===== config.mk =====
export PLATFORM = sky130hd
export DESIGN_NAME = fsc_sqrt
export DESIGN_NICKNAME = d
export VERILOG_FILES = /design/src/fsc_pkg.sv /design/src/fsc_sqrt.sv
export SDC_FILE = /design/constraint.sdc
export NUM_CORES = 1
export LEC_CHECK = 0
export ABC_AREA = 1
export BUFFER_PORTS_ARGS = -buffer_cell sky130_fd_sc_hd__buf_4
export CAP_MARGIN = 20
export CORE_ASPECT_RATIO = 1.4
export CORE_MARGIN = 2
export CORE_UTILIZATION = 50
export CTS_BUF_LIST = sky130_fd_sc_hd__clkbuf_8
export CTS_CLUSTER_DIAMETER = 30
export CTS_CLUSTER_SIZE = 24
export DETAILED_ROUTE_END_ITERATION = 6
export GPL_ROUTABILITY_DRIVEN = 1
export HOLD_SLACK_MARGIN = 0.05
export PLACE_DENSITY_LB_ADDON = 0.25
export SYNTH_ARGS = -nofsm -noshare
export SYNTH_HDL_FRONTEND = slang
export SYNTH_SLANG_ARGS = --single-unit
export TNS_END_PERCENT = 5

===== constraint.sdc =====
create_clock -name clk -period 31.6 [get_ports clk]
set_clock_uncertainty 0.15 [all_clocks]
set_input_delay 6.32 -clock clk [delete_from_list [all_inputs] [get_ports clk]]
set_output_delay 6.32 -clock clk [all_outputs]
set_load 0.01 [all_outputs]

===== src/fsc_pkg.sv =====
package fsc_pkg;

  localparam int DATA_W     = 32;
  localparam int SQ_W       = 64;
  localparam int ROOT_W     = 32;
  localparam int MAT_DEPTH  = 16;
  localparam int PL_DEPTH   = 24;
  localparam int NUM_PLANES = 6;

  localparam logic [1:0] KIND_ROW     = 2'd0;
  localparam logic [1:0] KIND_EXTRACT = 2'd1;
  localparam logic [1:0] KIND_TEST    = 2'd2;

  localparam logic signed [DATA_W-1:0] INT_MAX = 32'sh7fff_ffff;
  localparam logic signed [DATA_W-1:0] INT_MIN = 32'sh8000_0000;

  typedef enum logic [1:0] {
    PM_PLUS  = 2'd0,
    PM_MINUS = 2'd1,
    PM_ALONE = 2'd2
  } pmode_t;

  typedef struct packed {
    logic [1:0]               kind;
    logic [1:0]               row_index;
    logic signed [DATA_W-1:0] elem_0;
    logic signed [DATA_W-1:0] elem_1;
    logic signed [DATA_W-1:0] elem_2;
    logic signed [DATA_W-1:0] elem_3;
    logic signed [DATA_W-1:0] center_x;
    logic signed [DATA_W-1:0] center_y;
    logic signed [DATA_W-1:0] center_z;
    logic [30:0]              radius;
  } req_t;

  typedef struct packed {
    logic       inside_res;
    logic [1:0] done_kind;
  } rsp_t;

  // Column combined with column 3 for each plane: left, right, top, bottom, near, far.
  function automatic logic [1:0] plane_col(input logic [2:0] p);
    logic [1:0] c;
    unique case (p)
      3'd0, 3'd1: c = 2'd0;
      3'd2, 3'd3: c = 2'd1;
      default:    c = 2'd2;
    endcase
    return c;
  endfunction

  function automatic pmode_t plane_mode(input logic [2:0] p);
    pmode_t m;
    unique case (p)
      3'd0, 3'd3: m = PM_PLUS;
      3'd4:       m = PM_ALONE;
      default:    m = PM_MINUS;
    endcase
    return m;
  endfunction

  function automatic logic signed [DATA_W-1:0] sat33(input logic signed [DATA_W:0] x);
    logic signed [DATA_W-1:0] r;
    if (x[DATA_W] != x[DATA_W-1]) begin
      r = x[DATA_W] ? INT_MIN : INT_MAX;
    end else begin
      r = x[DATA_W-1:0];
    end
    return r;
  endfunction

endpackage


===== src/fsc_sqrt.sv =====
module fsc_sqrt (
  input  logic                      clk,
  input  logic                      rst,
  input  logic                      start,
  input  logic [fsc_pkg::SQ_W-1:0]  radicand,
  output logic                      done,
  output logic [fsc_pkg::ROOT_W-1:0] root
);
  import fsc_pkg::*;

  localparam int RW = ROOT_W + 4;

  logic          busy;
  logic [4:0]    cnt;
  logic [SQ_W-1:0] rad;
  logic [RW-1:0] rem;
  logic [RW-1:0] rem_sh;
  logic [RW-1:0] trial;

  // One result bit per cycle, two radicand bits consumed each step.
  assign rem_sh = {rem[RW-3:0], rad[SQ_W-1:SQ_W-2]};
  assign trial  = {2'b00, root, 2'b01};

  always_ff @(posedge clk) begin
    if (rst) begin
      busy <= 1'b0;
      done <= 1'b0;
    end else begin
      done <= 1'b0;
      if (start) begin
        busy <= 1'b1;
        cnt  <= 5'd31;
        rad  <= radicand;
        rem  <= '0;
        root <= '0;
      end else if (busy) begin
        rad <= rad << 2;
        if (rem_sh >= trial) begin
          rem  <= rem_sh - trial;
          root <= {root[ROOT_W-2:0], 1'b1};
        end else begin
          rem  <= rem_sh;
          root <= {root[ROOT_W-2:0], 1'b0};
        end
        cnt <= cnt - 5'd1;
        if (cnt == 5'd0) begin
          busy <= 1'b0;
          done <= 1'b1;
        end
      end
    end
  end

  a_done_pulse: assert property (@(posedge clk) disable iff (rst) done |=> !done)
    else $error("square root done held for more than one cycle");
  a_start_idle: assert property (@(posedge clk) disable iff (rst) start |-> !busy)
    else $error("square root started while busy");
  a_busy_end: assert property (@(posedge clk) disable iff (rst)
    busy && cnt == 5'd0 && !start |=> done && !busy)
    else $error("square root did not finish after its last step");

endmodule


# After elaboration in Yosys (flattened, before gate mapping)
# Index checks and enable logic that the tools add are counted.
dict set report totals {
  regBits 137
  inputBits 67
  output_inout_bits 33
  wordCells 26
}
dict set report classes {
  add_sub_neg 2
  order_cmp 1
  n_mux 11
  n_bitwise 2
  n_reduce_logical 4
}
# op n
set op_table {}
lappend op_table {{$mux 64} 2}
lappend op_table {{$mux 34} 2}
lappend op_table {{$ge 36x34->1} 1}
lappend op_table {{$sub 34x34->34} 1}
lappend op_table {{$mux 32} 1}
lappend op_table {{$logic_not 5->1} 1}
lappend op_table {{$mux 1} 5}
lappend op_table {{$mux 5} 1}
lappend op_table {{$sub 5x1->5 const B} 1}
lappend op_table {{$reduce_or 3->1} 1}
lappend op_table {{$not 1->1} 2}
lappend op_table {{$reduce_and 2->1} 1}
lappend op_table {{$reduce_bool 2->1} 1}

# Longest topological paths before layout
# Gate-level depths: netlist of run 1.
dict set report depth {
  ltp_word 4
  ltp_mapped 17
}

# Worst setup path after synthesis of run 1
# OpenSTA, ideal clock, no wires.
dict set report synth_path {
  path_type {input-to-reg}
  start {input port start}
  end {register busy}
  setup_ns 0.084
  t_arrival_ns 14.029
  t_required_ns 31.366
  path_slack_ns 17.336
  path_stages 6
  cell_sequence {clkbuf_1 inv_1 clkbuf_1 a21oi_1 o21ai_0 inv_1}
}
dict set report synth_between {
  elab_chain_len 1
}
# element line_no
set synth_rtl {}
lappend synth_rtl {{from (decl)} fsc_sqrt.sv:4} ;# input logic start,
lappend synth_rtl {{$mux 1} fsc_sqrt.sv:30} ;# if (start) begin
lappend synth_rtl {{to (signal assigned)} fsc_sqrt.sv:26} ;# busy <= 1'b0;
lappend synth_rtl {{to (signal assigned)} fsc_sqrt.sv:31} ;# busy <= 1'b1;
lappend synth_rtl {{to (signal assigned)} fsc_sqrt.sv:47} ;# busy <= 1'b0;
lappend synth_rtl {{to (decl)} fsc_sqrt.sv:13} ;# logic busy;
# Every way passes these cells.
# A chain may end at the register's enable or synchronous reset.

# Worst setup path in the final report of run 1
dict set report layout_path {
  start {input port start}
  end {register rad[9] (enable)}
}
dict set report layout_between {
  elab_chain_len 2
}
# element line_no
set layout_rtl {}
lappend layout_rtl {{$reduce_bool 2->1 (no source line)} -}
lappend layout_rtl {{$reduce_and 2->1 (no source line)} -}
lappend layout_rtl {{to (signal assigned)} fsc_sqrt.sv:33} ;# rad <= radicand;
lappend layout_rtl {{to (signal assigned)} fsc_sqrt.sv:37} ;# rad <= rad << 2;
lappend layout_rtl {{to (decl)} fsc_sqrt.sv:15} ;# logic [SQ_W-1:0] rad;
# Every way passes these cells.

==> key figures, run 1 <==
Run status
  • Outcome: completed

Timing
  • Hold WS: approximately 370 ps
  • Max-slew violations: 0
  • RSZ-0062 raised after global routing: false
  • Hold Fails Final Rpt: 0
  • Worst-margin pin slew: 994 ps
  • Fmax: ~120 MHz
  • Relative slew slack: around 34%
  • Crit share post-route: 26.2%
  • # setup viols final: 0
  • Setup TNS: 0 ps
  • Setup ws final: 23,330 ps
  • Min cycle time layout: 8270 ps

Final layout
  • Antenna cell count: 0
  • Multi-input logic area: roughly 0.0037 mm²
  • Fillcell total: between 1,500 and 2,000
  • Fin nets: about 1,300
  • Area delta synth->final: 15.2%
  • Final instance area: between 0.009 and 0.01 mm²
  • Seq. cell area: 0.00409 mm²
  • Fin cells: approximately 1,500
  • Layout cells sized above 1: roughly 12%

Yosys
  • Syn avg cell area: 7.44 µm²
  • Ys Warns: 0
  • Yosys cell types: 32
  • Mapped Area: around 0.0085 mm²
  • Post-synthesis sequential area ratio: 48.2%
  • Gate Count Post-Synth: 1,142
  • Syn_nets: ~1,200
  • Seq cells post-synth: between 100 and 150

GRT
  • Total Routing Usage GR: 22.2%
  • Initial antenna violation count: 0
  • First-pass GRT wire length: 31.3 mm
  • Largest net degree at the start of global routing: 101
  • Vias in the first global route: roughly 6,600
  • Gr ovfl total: 0

CTS
  • Clock Tree Buf Depth: 2
  • Reg clk slew, reported paths: 90 ps
  • CTS buffer count: 17
  • CTS H-tree depth: 4
  • Worst-Skew Late Latency: 460 ps
  • Post-CTS sizing: 0
  • CTS tree: done
  • Hold-fix buffers, CTS: 0
  • Clock Sink Count: 137
  • Post-CTS Setup Repair Bufs: 0
  • Clock root cell: clkbuf_8

Power and ir drop
  • LEAKAGE: 5.06 nW
  • Pwr Density: 50.5 mW/mm²
  • Worst VDD drop: 30.0 µV

Setup path
  • Crit path cell chain: buf_4 -> inv_2 -> a21oi_4 -> buf_4
  • Worst reg2reg path depth: 14
  • Critical R2R Launch: rem[24]
  • Crit-path max cell delay: approximately 730 ps
  • Flop2flop setup slack: 28,200 ps
  • Req. time, crit path: about 32,000 ps
  • Max FO, Critical Path: 63
  • CP max stage cell: buf_4
  • RR Endpoint: rem[33]
  • Crit path DAT: 8200 ps
  • Worst path top cell family by delay: buffers and inverters
  • Critical path type: in2reg
  • CP bufs+invs: 3
  • Most Frequent Cell on Critical Path: buf_4
  • Setup crit start kind: input pin
  • Crit end category: flop

Route
  • Routed WL: approximately 19 mm
  • TritonRoute pass-1 iters: 4
  • Via count: between 6,000 and 7,000
  • Antenna Violating Nets Remaining: 0
  • Via density: approximately 4.8
  • Residual DRC: 0
  • Wire per inst: 13.2 µm
  • DRT iter0 DRCs: between 300 and 400

Floorplanning
  • Die height: around 160 µm
  • Row count: 56
  • Die W: between 100 and 150 µm
  • Die area: between 0.015 and 0.02 mm²
  • Starting Density: 51.0%
  • Core Region: 0.0167 mm²
  • Ports: 100

Placement
  • Placed insts: about 1,400
  • DP Worst Slack: between 20,000 and 25,000 ps
  • Area of placed instances: 0.00940 mm²
  • Routability Congestion: a little under 0.9
  • Port bufs: 99
  • Final HPWL DP: ~14 mm

Min path
  • Hold Path Depth: 2
  • Hold Path Origin: rad[47]
  • Worst Hold End: rad[49]
  • Hold/Removal Path Class: reg2reg

Flow run
  • Max_cap viols: 0
## flip-flops by register name, indices dropped and copies added (netlist names)
| name | cells |
|---|---|
| busy | 1 |
| cnt | 5 |
| done | 1 |
| rad | 64 |
| rem | 34 |
| root | 32 |
## power by group
| part | switching [W] | leakage [nW] | internal [W] | total, W |
|---|---|---|---|---|
| clock | 0.0000859 | 0.200 | 0.0000597 | 0.000146 |
| sequential | 0.00000589 | 1.32 | 0.000218 | 0.000224 |
| combinational | 0.0000801 | 3.53 | 0.0000457 | 0.000126 |
## stage by stage
| step | util [%] | power, W |
|---|---|---|
| after floorplan | - | 0.000321 |
| after CTS | 58.7 | 0.000499 |
| after global placement | 56.4 | 0.000353 |
| final | 58.7 | 0.000495 |
| after global routing | 58.7 | 0.000524 |
| after detailed placement | 56.4 | 0.000354 |
## tightest hold or removal path: cells and delay by family (launching register included)
family | cells | cell delay [ps]
DFF | 1 | 330
and+or+nand+nor | 2 | 90
## synth_stat cells, drive strengths merged
master / n / area, µm²
nor3b: 1 / 7.51
xnor2: 17 / 149
nor4: 3 / 18.8
clkbuf: 19 / 71.3
or2: 1 / 6.26
nand4: 6 / 43.8
buf: 10 / 72.6
nand3: 21 / 105
a21oi: 23 / 115
xor2: 1 / 8.76
and2: 2 / 12.5
or3: 1 / 6.26
inv: 165 / 619
ha: 35 / 438
edfxtp: 135 / 4050
o21ai: 6 / 30.0
o21bai: 1 / 7.51
o21a: 1 / 7.51
dfxtp: 2 / 40.0
nor2: 138 / 543
nand3b: 11 / 82.6
nand2: 532 / 2000
nor3: 11 / 60.1
## placed cells by master (no fill, tap or decap)
cell type and count:
nand2_1 530, inv_1 159, edfxtp_1 135, nor2_1 132, buf_4 104, ha_1 35
a21oi_1 22, nand3_1 21, xnor2_1 17, clkbuf_8 17, nand3b_1 11, nor3_1 10
inv_2 6, o21ai_0 6, inv_8 6, nand4_1 5, nor2_2 4, inv_6 4
nor4_1 3, nand2_2 2, nor2_4 2, and2_1 2, dfxtp_1 2, clkinv_4 2
clkinv_8 2, nor3b_1 1, or2_2 1, nor3_2 1, nand4_2 1, o21bai_1 1
o21a_1 1, or3_1 1, xor2_1 1, a21oi_4 1, clkinv_1 1
## worst max-delay path by stage
| stage | startpoint | to | slack (ps) | cells after the start |
|---|---|---|---|---|
| 2_1_floorplan | start | busy | 17340 | 6 |
| 3_3_place_gp | start | rem[20] | 22850 | 4 |
| 3_5_place_dp | start | rem[20] | 22810 | 4 |
| 4_1_cts | start | cnt[0] | 23290 | 4 |
| 5_1_grt | start | rad[23] | 23190 | 4 |
| 6_report | start | rad[9] | 23330 | 4 |
## logic make-up after synthesis
kind of cell | synth area share, %
XOR/XNOR | 1.85
adder cells (fa/ha/maj) | 5.15
flip-flops | 48.2
AND/OR/NAND/NOR | 34.0
AO/OA/AOI/OAI | 1.88
buffers and inverters | 8.98
## layer usage
metal	vias to the layer above	GRT usage [%]	wire length (µm)
li1	3718	-	-
met1	3051	27.3	8420
met2	137	39.6	9660
met3	25	3.20	594
met4	0	7.84	420
met5	-	0	0
## layout make-up
cell class | instances | share of cell area, %
Tap cell | 203 | 2.59
Clock buffer | 17 | 2.39
Sequential cell | 137 | 41.8
Multi-Input combinational cell | 811 | 37.3
Inverter | 165 | 6.32
Timing Repair Buffer | 104 | 7.97
Clock inverter | 15 | 1.60
Note: power is estimated with default switching activity, not from simulation.
==> run 2: changes to the inputs <==
Clock period 31.6 ns to 8.3 ns, I/O delays scaled along.
==> run 2 against run 1 <==
Against the previous run: sequential share of layout area about the same; sequential cell count unchanged; final area about the same; critical path type is now reg2reg; critical endpoint is now rem[33].
==> key figures, run 2 (same netlist as run 1, synthesis figures left out) <==
Setup path
  • Req. time, crit path: 8350 ps (-23,180 ps)
  • Max FO, Critical Path: 37 (-41%)
  • Flop2flop setup slack: 4910 ps (-23,290 ps)
  • Critical R2R Launch: root[1]
  • Worst reg2reg path depth: 12 (-2)
  • Setup crit start kind: flop
  • CP startpoint: root[1]
  • Crit path DAT: 3450 ps (-4750 ps)
  • RR Endpoint: rem[33]
  • Critical path type: reg2reg
  • CP Capture Point: rem[33]
  • Crit end category: flop

CTS
  • Hold-fix buffers, CTS: 0 (unchanged)
  • Clock Tree Buf Depth: 2 (unchanged)
  • CTS tree: done
  • Post-CTS Setup Repair Bufs: 0 (unchanged)
  • Post-CTS sizing: 0 (unchanged)
  • Worst-Skew Late Latency: 450 ps (about the same)
  • Clock root cell: clkbuf_8
  • Reg clk slew, reported paths: 90 ps (about the same)
  • CTS buffer count: 17 (unchanged)
  • CTS H-tree depth: 4 (unchanged)
  • Clock Sink Count: 137 (unchanged)

Final layout
  • Max FFs per register: 64 (unchanged)
  • Top Registers: rad (64), rem (34), root (32)
  • Commonest non-fill, non-tap cell in the layout: nand2_1
  • Multi-input logic area: 0.00365 mm² (unchanged)
  • Fillcell total: 1,590 (-0.19%)
  • Top reg by flops: rad
  • Fin cells: 1,452 (unchanged)
  • Layout cells sized above 1: 12.2% (-0.080 points)
  • Most frequent cells in the layout: 530 x nand2_1, 159 x inv_1, 135 x edfxtp_1, 132 x nor2_1, 104 x buf_4
  • Seq. cell area: 0.00409 mm² (unchanged)
  • Area delta synth->final: 15.3% (about the same)
  • Fin nets: 1,338 (unchanged)
  • Antenna cell count: 0 (unchanged)

Power and ir drop
  • Pwr Density: 193 mW/mm² (+280%)
  • Worst VDD drop: 135 µV (+350%)
  • Design Power: 0.00190 W (+280%)
  • LEAKAGE: 5.05 nW (about the same)

Floorplanning
  • Starting Density: 51.0% (unchanged)
  • Core Region: 0.0167 mm² (unchanged)
  • Ports: 100 (unchanged)
  • Die area: 0.0181 mm² (unchanged)
  • Die height: 158 µm (unchanged)
  • Die W: 114 µm (unchanged)
  • Row count: 56 (unchanged)

Run status
  • Outcome: completed

Timing
  • Relative slew slack: 33.3% (-0.49 points)
  • # setup viols final: 0 (unchanged)
  • Worst-margin pin slew: 1000 ps (+7.31 ps)
  • Crit share post-route: between 40% and 50%
  • Setup ws final: 4910 ps (-18,420 ps)
  • Hold Fails Final Rpt: 0 (unchanged)
  • Fmax: 295 MHz
  • RSZ-0062 raised after global routing: false
  • Min cycle time layout: ~3400 ps
  • Setup TNS: 0 ps (unchanged)
  • Max-slew violations: 0 (unchanged)

Route
  • Residual DRC: 0 (unchanged)
  • Via density: 4.85 (+1.5%)
  • TritonRoute pass-1 iters: 5 (+1)
  • Via count: 7,038 (+1.5%)
  • Routed WL: 19.4 mm (+1.8%)
  • Wire per inst: 13.4 µm (+1.8%)
  • DRT iter0 DRCs: 370 (+19%)
  • Antenna Violating Nets Remaining: 0 (unchanged)

Placement
  • Placed insts: 1,420 (unchanged)
  • Routability Congestion: 0.933 (+4.4%)
  • Port bufs: 99 (unchanged)
  • DP Worst Slack: 4990 ps (-17,820 ps)
  • Final HPWL DP: 14.4 mm (+1.2%)

GRT
  • Largest net degree at the start of global routing: 101 (unchanged)
  • First-pass GRT wire length: 32.3 mm (+3.1%)
  • Vias in the first global route: 7,025 (+6.0%)
  • Initial antenna violation count: 0 (unchanged)
  • Gr ovfl total: 0 (unchanged)
  • Total Routing Usage GR: 22.7% (+0.53 points)

Min path
  • Hold/Removal Path Class: reg2reg
  • Hold Path Depth: 2 (unchanged)

Flow run
  • Max_cap viols: 0 (unchanged)
## run 2: changes by cell type in the layout (fill, tap and decap cells not counted), sizes merged
| cell | change |
|---|---|
| inv | -3 |
| bufinv | +2 |
| clkinvlp | +2 |
| clkinv | -1 |
## run 2: critical path, cell delays in order, from the launching register on
cell and delay [ps]:
edfxtp_1 410, inv_1 110, ha_1 290, nand2_1 90, nand2_1 70, or2_2 340
nand3_1 130, nand4_2 710, buf_4 560, nand2_1 130, nand2_1 60, nand2_1 50
inv_1 30
## run 2: power by group
group | switching, W | internal, W
Sequential | 0.0000220 | 0.000829
Combinational | 0.000308 | 0.000174
Clock | 0.000289 | 0.000273
Total | 0.000619 | 0.00128
## run 2: cell type report
class | count | area share, %
clock inverter | 15 | 1.67
inverter | 165 | 6.32
clock buffer | 17 | 2.39
timing repair buffer | 104 | 7.97
sequential | 137 | 41.8
tap | 203 | 2.59
multi-input combinational | 811 | 37.3
## run 2: metal layers
layer  track usage (%)  vias to the layer above  wire length [µm]
met5                 0                        -                 0
met4              8.71                        0               479
met3              3.84                       33               613
met2              40.7                      145             10000
met1              27.1                     3144              8330
li1                  -                     3716                 -
## run 2: worst min path at each step
stage,slack [ps],from,to
6_report,360,rad[3],rad[5]
5_1_grt,380,busy,done
4_1_cts,370,busy,done
3_5_place_dp,350,rad[3],rad[5]
3_3_place_gp,340,rad[3],rad[5]
2_1_floorplan,290,busy,done
## run 2: through the flow
stage | hold slack, ps | util (%) | area [µm²]
after detailed placement | 347 | 56.4 | 9400
after global routing | 384 | 58.8 | 9800
after global placement | 340 | 56.4 | 9400
final | 363 | 58.8 | 9800
after floorplan | 292 | - | 8500
after CTS | 365 | 58.8 | 9800
==> run 3: changes to the inputs <==
Settings changed: ABC_AREA 1 to 0.
Clock period 8.3 ns to 3.1 ns, I/O delays scaled along.
==> run 3 against run 2 <==
Against the previous run: wire length shrank 18%; clock power grew to 2.7 times the previous value; global-route usage shrank 2.5 points; core utilization grew 2.8 points; sequential power grew to 2.7 times the previous value; power grew to 2.7 times the previous value; synthesized cell count shrank 42%; register-to-register slack lost 4800 ps; final area shrank 6.7%; largest power group unchanged; highest routed layer unchanged.
==> key figures, run 3 <==
GRT
  • Gr ovfl total: 0 (unchanged)
  • Total Routing Usage GR: 20.2% (-2.5 points)
  • Largest net degree at the start of global routing: 96 (-5.0%)
  • First-pass GRT wire length: 25.5 mm (-21%)
  • Vias in the first global route: 5,544 (-21%)
  • Initial antenna violation count: 0 (unchanged)

Power and ir drop
  • LEAKAGE: 3.58 nW (-29%)
  • Worst VDD drop: 365 µV (+170%)
  • Pwr Density: 559 mW/mm² (+190%)

Floorplanning
  • Core Region: 0.0149 mm² (-11%)
  • Die W: 108 µm (-5.6%)
  • Die height: 149 µm (-5.7%)
  • Die area: 0.0161 mm² (-11%)
  • Starting Density: 50.7% (-0.23 points)
  • Row count: 53 (-5.4%)
  • Ports: 100 (unchanged)

Setup path
  • Crit end category: flop
  • Critical R2R Launch: rem[5]
  • Critical path type: reg2reg
  • Max FO, Critical Path: 6 (-84%)
  • Flop2flop setup slack: 130 ps (-4770 ps)
  • Crit path cell chain: ha_2 -> and3_1 -> nand3_2 -> o32a_1 -> a211o_1 -> a211oi_2 -> o21ai_1 -> a21boi_2 -> o311ai_1
  • Worst path top cell family by delay: compound AO/OA/AOI/OAI gates
  • RR Endpoint: rem[33]
  • Crit path DAT: 3020 ps (-430 ps)
  • Worst reg2reg path depth: 9 (-3)
  • Crit-path max cell delay: 410 ps (-300 ps)
  • CP bufs+invs: 0 (-3)
  • Req. time, crit path: 3160 ps (-5190 ps)
  • CP max stage cell: edfxtp_1
  • Setup crit start kind: flop

Route
  • Routed WL: 15.9 mm (-18%)
  • Residual DRC: 0 (unchanged)
  • TritonRoute pass-1 iters: 5 (unchanged)
  • Via density: 5.54 (+14%)
  • Antenna Violating Nets Remaining: 0 (unchanged)
  • Wire per inst: 16.4 µm (+23%)
  • Via count: 5,364 (-24%)
  • DRT iter0 DRCs: 297 (-20%)

Final layout
  • Most frequent cells in the layout: 135 x edfxtp_1, 112 x buf_4, 89 x nor2_1, 62 x mux2_2, 50 x inv_1
  • Fin nets: 865 (-35%)
  • Area delta synth->final: 21.2%
  • Top reg by flops: rad
  • Antenna cell count: 0 (unchanged)
  • Fin util: 61.5% (+2.8 points)
  • Final instance area: 0.00914 mm² (-6.7%)
  • Top Registers: rad (64), rem (34), root (32)
  • Commonest non-fill, non-tap cell in the layout: edfxtp_1
  • Fin cells: 968 (-33%)
  • Max FFs per register: 64 (unchanged)
  • Layout cells sized above 1: 32.0% (+20 points)

Placement
  • Port bufs: 99 (unchanged)
  • Placed insts: 932 (-34%)
  • DP Worst Slack: 86.5 ps (-4900 ps)
  • Final HPWL DP: 11.0 mm (-23%)
  • Area of placed instances: 0.00856 mm² (-9.0%)
  • Routability Congestion: 0.921 (-1.3%)

Yosys
  • Synth top area cells: edfxtp_1 54%, mux2_2 9.3%, ha_1 5.8%
  • Synth area leader: edfxtp_1
  • Commonest cells post-synth: 135 x edfxtp_1, 91 x nor2_1, 62 x mux2_2, 51 x a21oi_1, 50 x inv_1
  • Number of flops mapped to enable cells by yosys: 135 (unchanged)
  • Fraction of registers with async set/reset: 0% (unchanged)
  • Syn avg cell area: 11.4 µm² (+54%)
  • Yosys cell types: 61 (+91%)
  • Mapped Area: 0.00754 mm² (-11%)
  • Ys Warns: 0 (unchanged)
  • Ys flop type: edfxtp_1
  • Top cell type's share of synthesized area: 53.8% (+6.1 points)
  • Post-synthesis sequential area ratio: 54.3% (+6.1 points)
  • Gate Count Post-Synth: 659 (-42%)
  • Seq cells post-synth: 137 (unchanged)
  • Count leader, synth: edfxtp_1
  • Syn_nets: 761 (-39%)

Timing
  • # setup viols final: 0 (unchanged)
  • Relative slew slack: 63.8% (+31 points)
  • Min cycle time layout: 2970 ps (-427 ps)
  • Setup TNS: 0 ps (unchanged)
  • Fmax: 337 MHz (+14%)
  • Max-slew violations: 0 (unchanged)
  • Setup ws final: 134 ps (-4770 ps)
  • Hold Fails Final Rpt: 0 (unchanged)
  • Crit share post-route: 95.7% (+55 points)
  • Worst-margin pin slew: 543 ps (-458 ps)
  • RSZ-0062 raised after global routing: true

CTS
  • CTS tree: done
  • Hold-fix buffers, CTS: 0 (unchanged)
  • CTS buffer count: 17 (unchanged)
  • Clock root cell: clkbuf_8
  • Clock Sink Count: 137 (unchanged)
  • Reg clk slew, reported paths: 90 ps (about the same)
  • Worst-Skew Late Latency: 460 ps (about the same)
  • Clock Tree Buf Depth: 2 (unchanged)
  • CTS H-tree depth: 4 (unchanged)

Min path
  • Hold Path Depth: 2 (unchanged)
  • Worst Hold End: rad[1]
  • Hold Path Origin: radicand[1]
  • Hold/Removal Path Class: in2reg

Run status
  • Outcome: completed

Flow run
  • Max_cap viols: 0 (unchanged)
## run 3: worst register-to-register path, stage by stage, from the launching register on
cell,delay [ps]
edfxtp_1,410
ha_2,400
and3_1,220
nand3_2,110
o32a_1,410
a211o_1,300
a211oi_2,300
o21ai_1,130
a21boi_2,190
o311ai_1,110
## run 3: how the worst max path moves through the flow
stage,depth (start not counted),slack [ps],end,from
6_report,9,130,rem[33],rem[5]
5_1_grt,10,-40,rem[33],rem[11]
4_1_cts,9,80,rem[33],rem[5]
3_5_place_dp,9,90,rem[33],rem[5]
3_3_place_gp,10,190,rem[33],root[5]
2_1_floorplan,4,-400,cnt[0],start
## run 3: kinds of logic (layout without fill, tap and decap cells)
logic type      count (synthesis)  in the layout  share of synthesized area [%]
compound gates                135            135                           12.1
xor+xnor                       29             29                           3.37
fa+ha+maj                      35             35                           5.81
buf+inv                        85            202                           4.53
flops                         137            137                           54.3
mux                            64             64                           9.53
simple gates                  174            174                           10.4
## run 3: timing repair
action	CTS	global route
endpoints found under the setup margin	0	19
buffers inserted	0	3
resized for setup	0	33
## run 3: through the flow
stage	power, W	hold slack (ps)
floorplan	0.00319	312
detailed placement	0.00354	349
global route	0.00537	266
finish	0.00511	286
CTS	0.00506	265
global placement	0.00351	326
## run 3: final cells by class
type	instances	area, µm²
Fill cell	1232	5710
Sequential cell	137	4090
Multi-Input combinational cell	437	3220
Timing Repair Buffer	119	981
Tap cell	192	240
Clock buffer	17	234
Inverter	51	196
Clock inverter	15	170
## run 3: power by group
part / switching (W) / internal (W) / total (W)
clock network: 0.000783 / 0.000733 / 0.00152
logic: 0.000711 / 0.000591 / 0.00130
registers: 0.0000640 / 0.00223 / 0.00229
## run 3: routing by layer
metal	share of wire [%]	routed length (µm)	up-vias	track usage, %
li1	-	-	2596	-
met1	40	6310	2598	22.9
met2	53	8390	141	35.6
met3	5.4	865	29	6.16
met4	2.1	327	0	7.37
met5	0	0	-	0
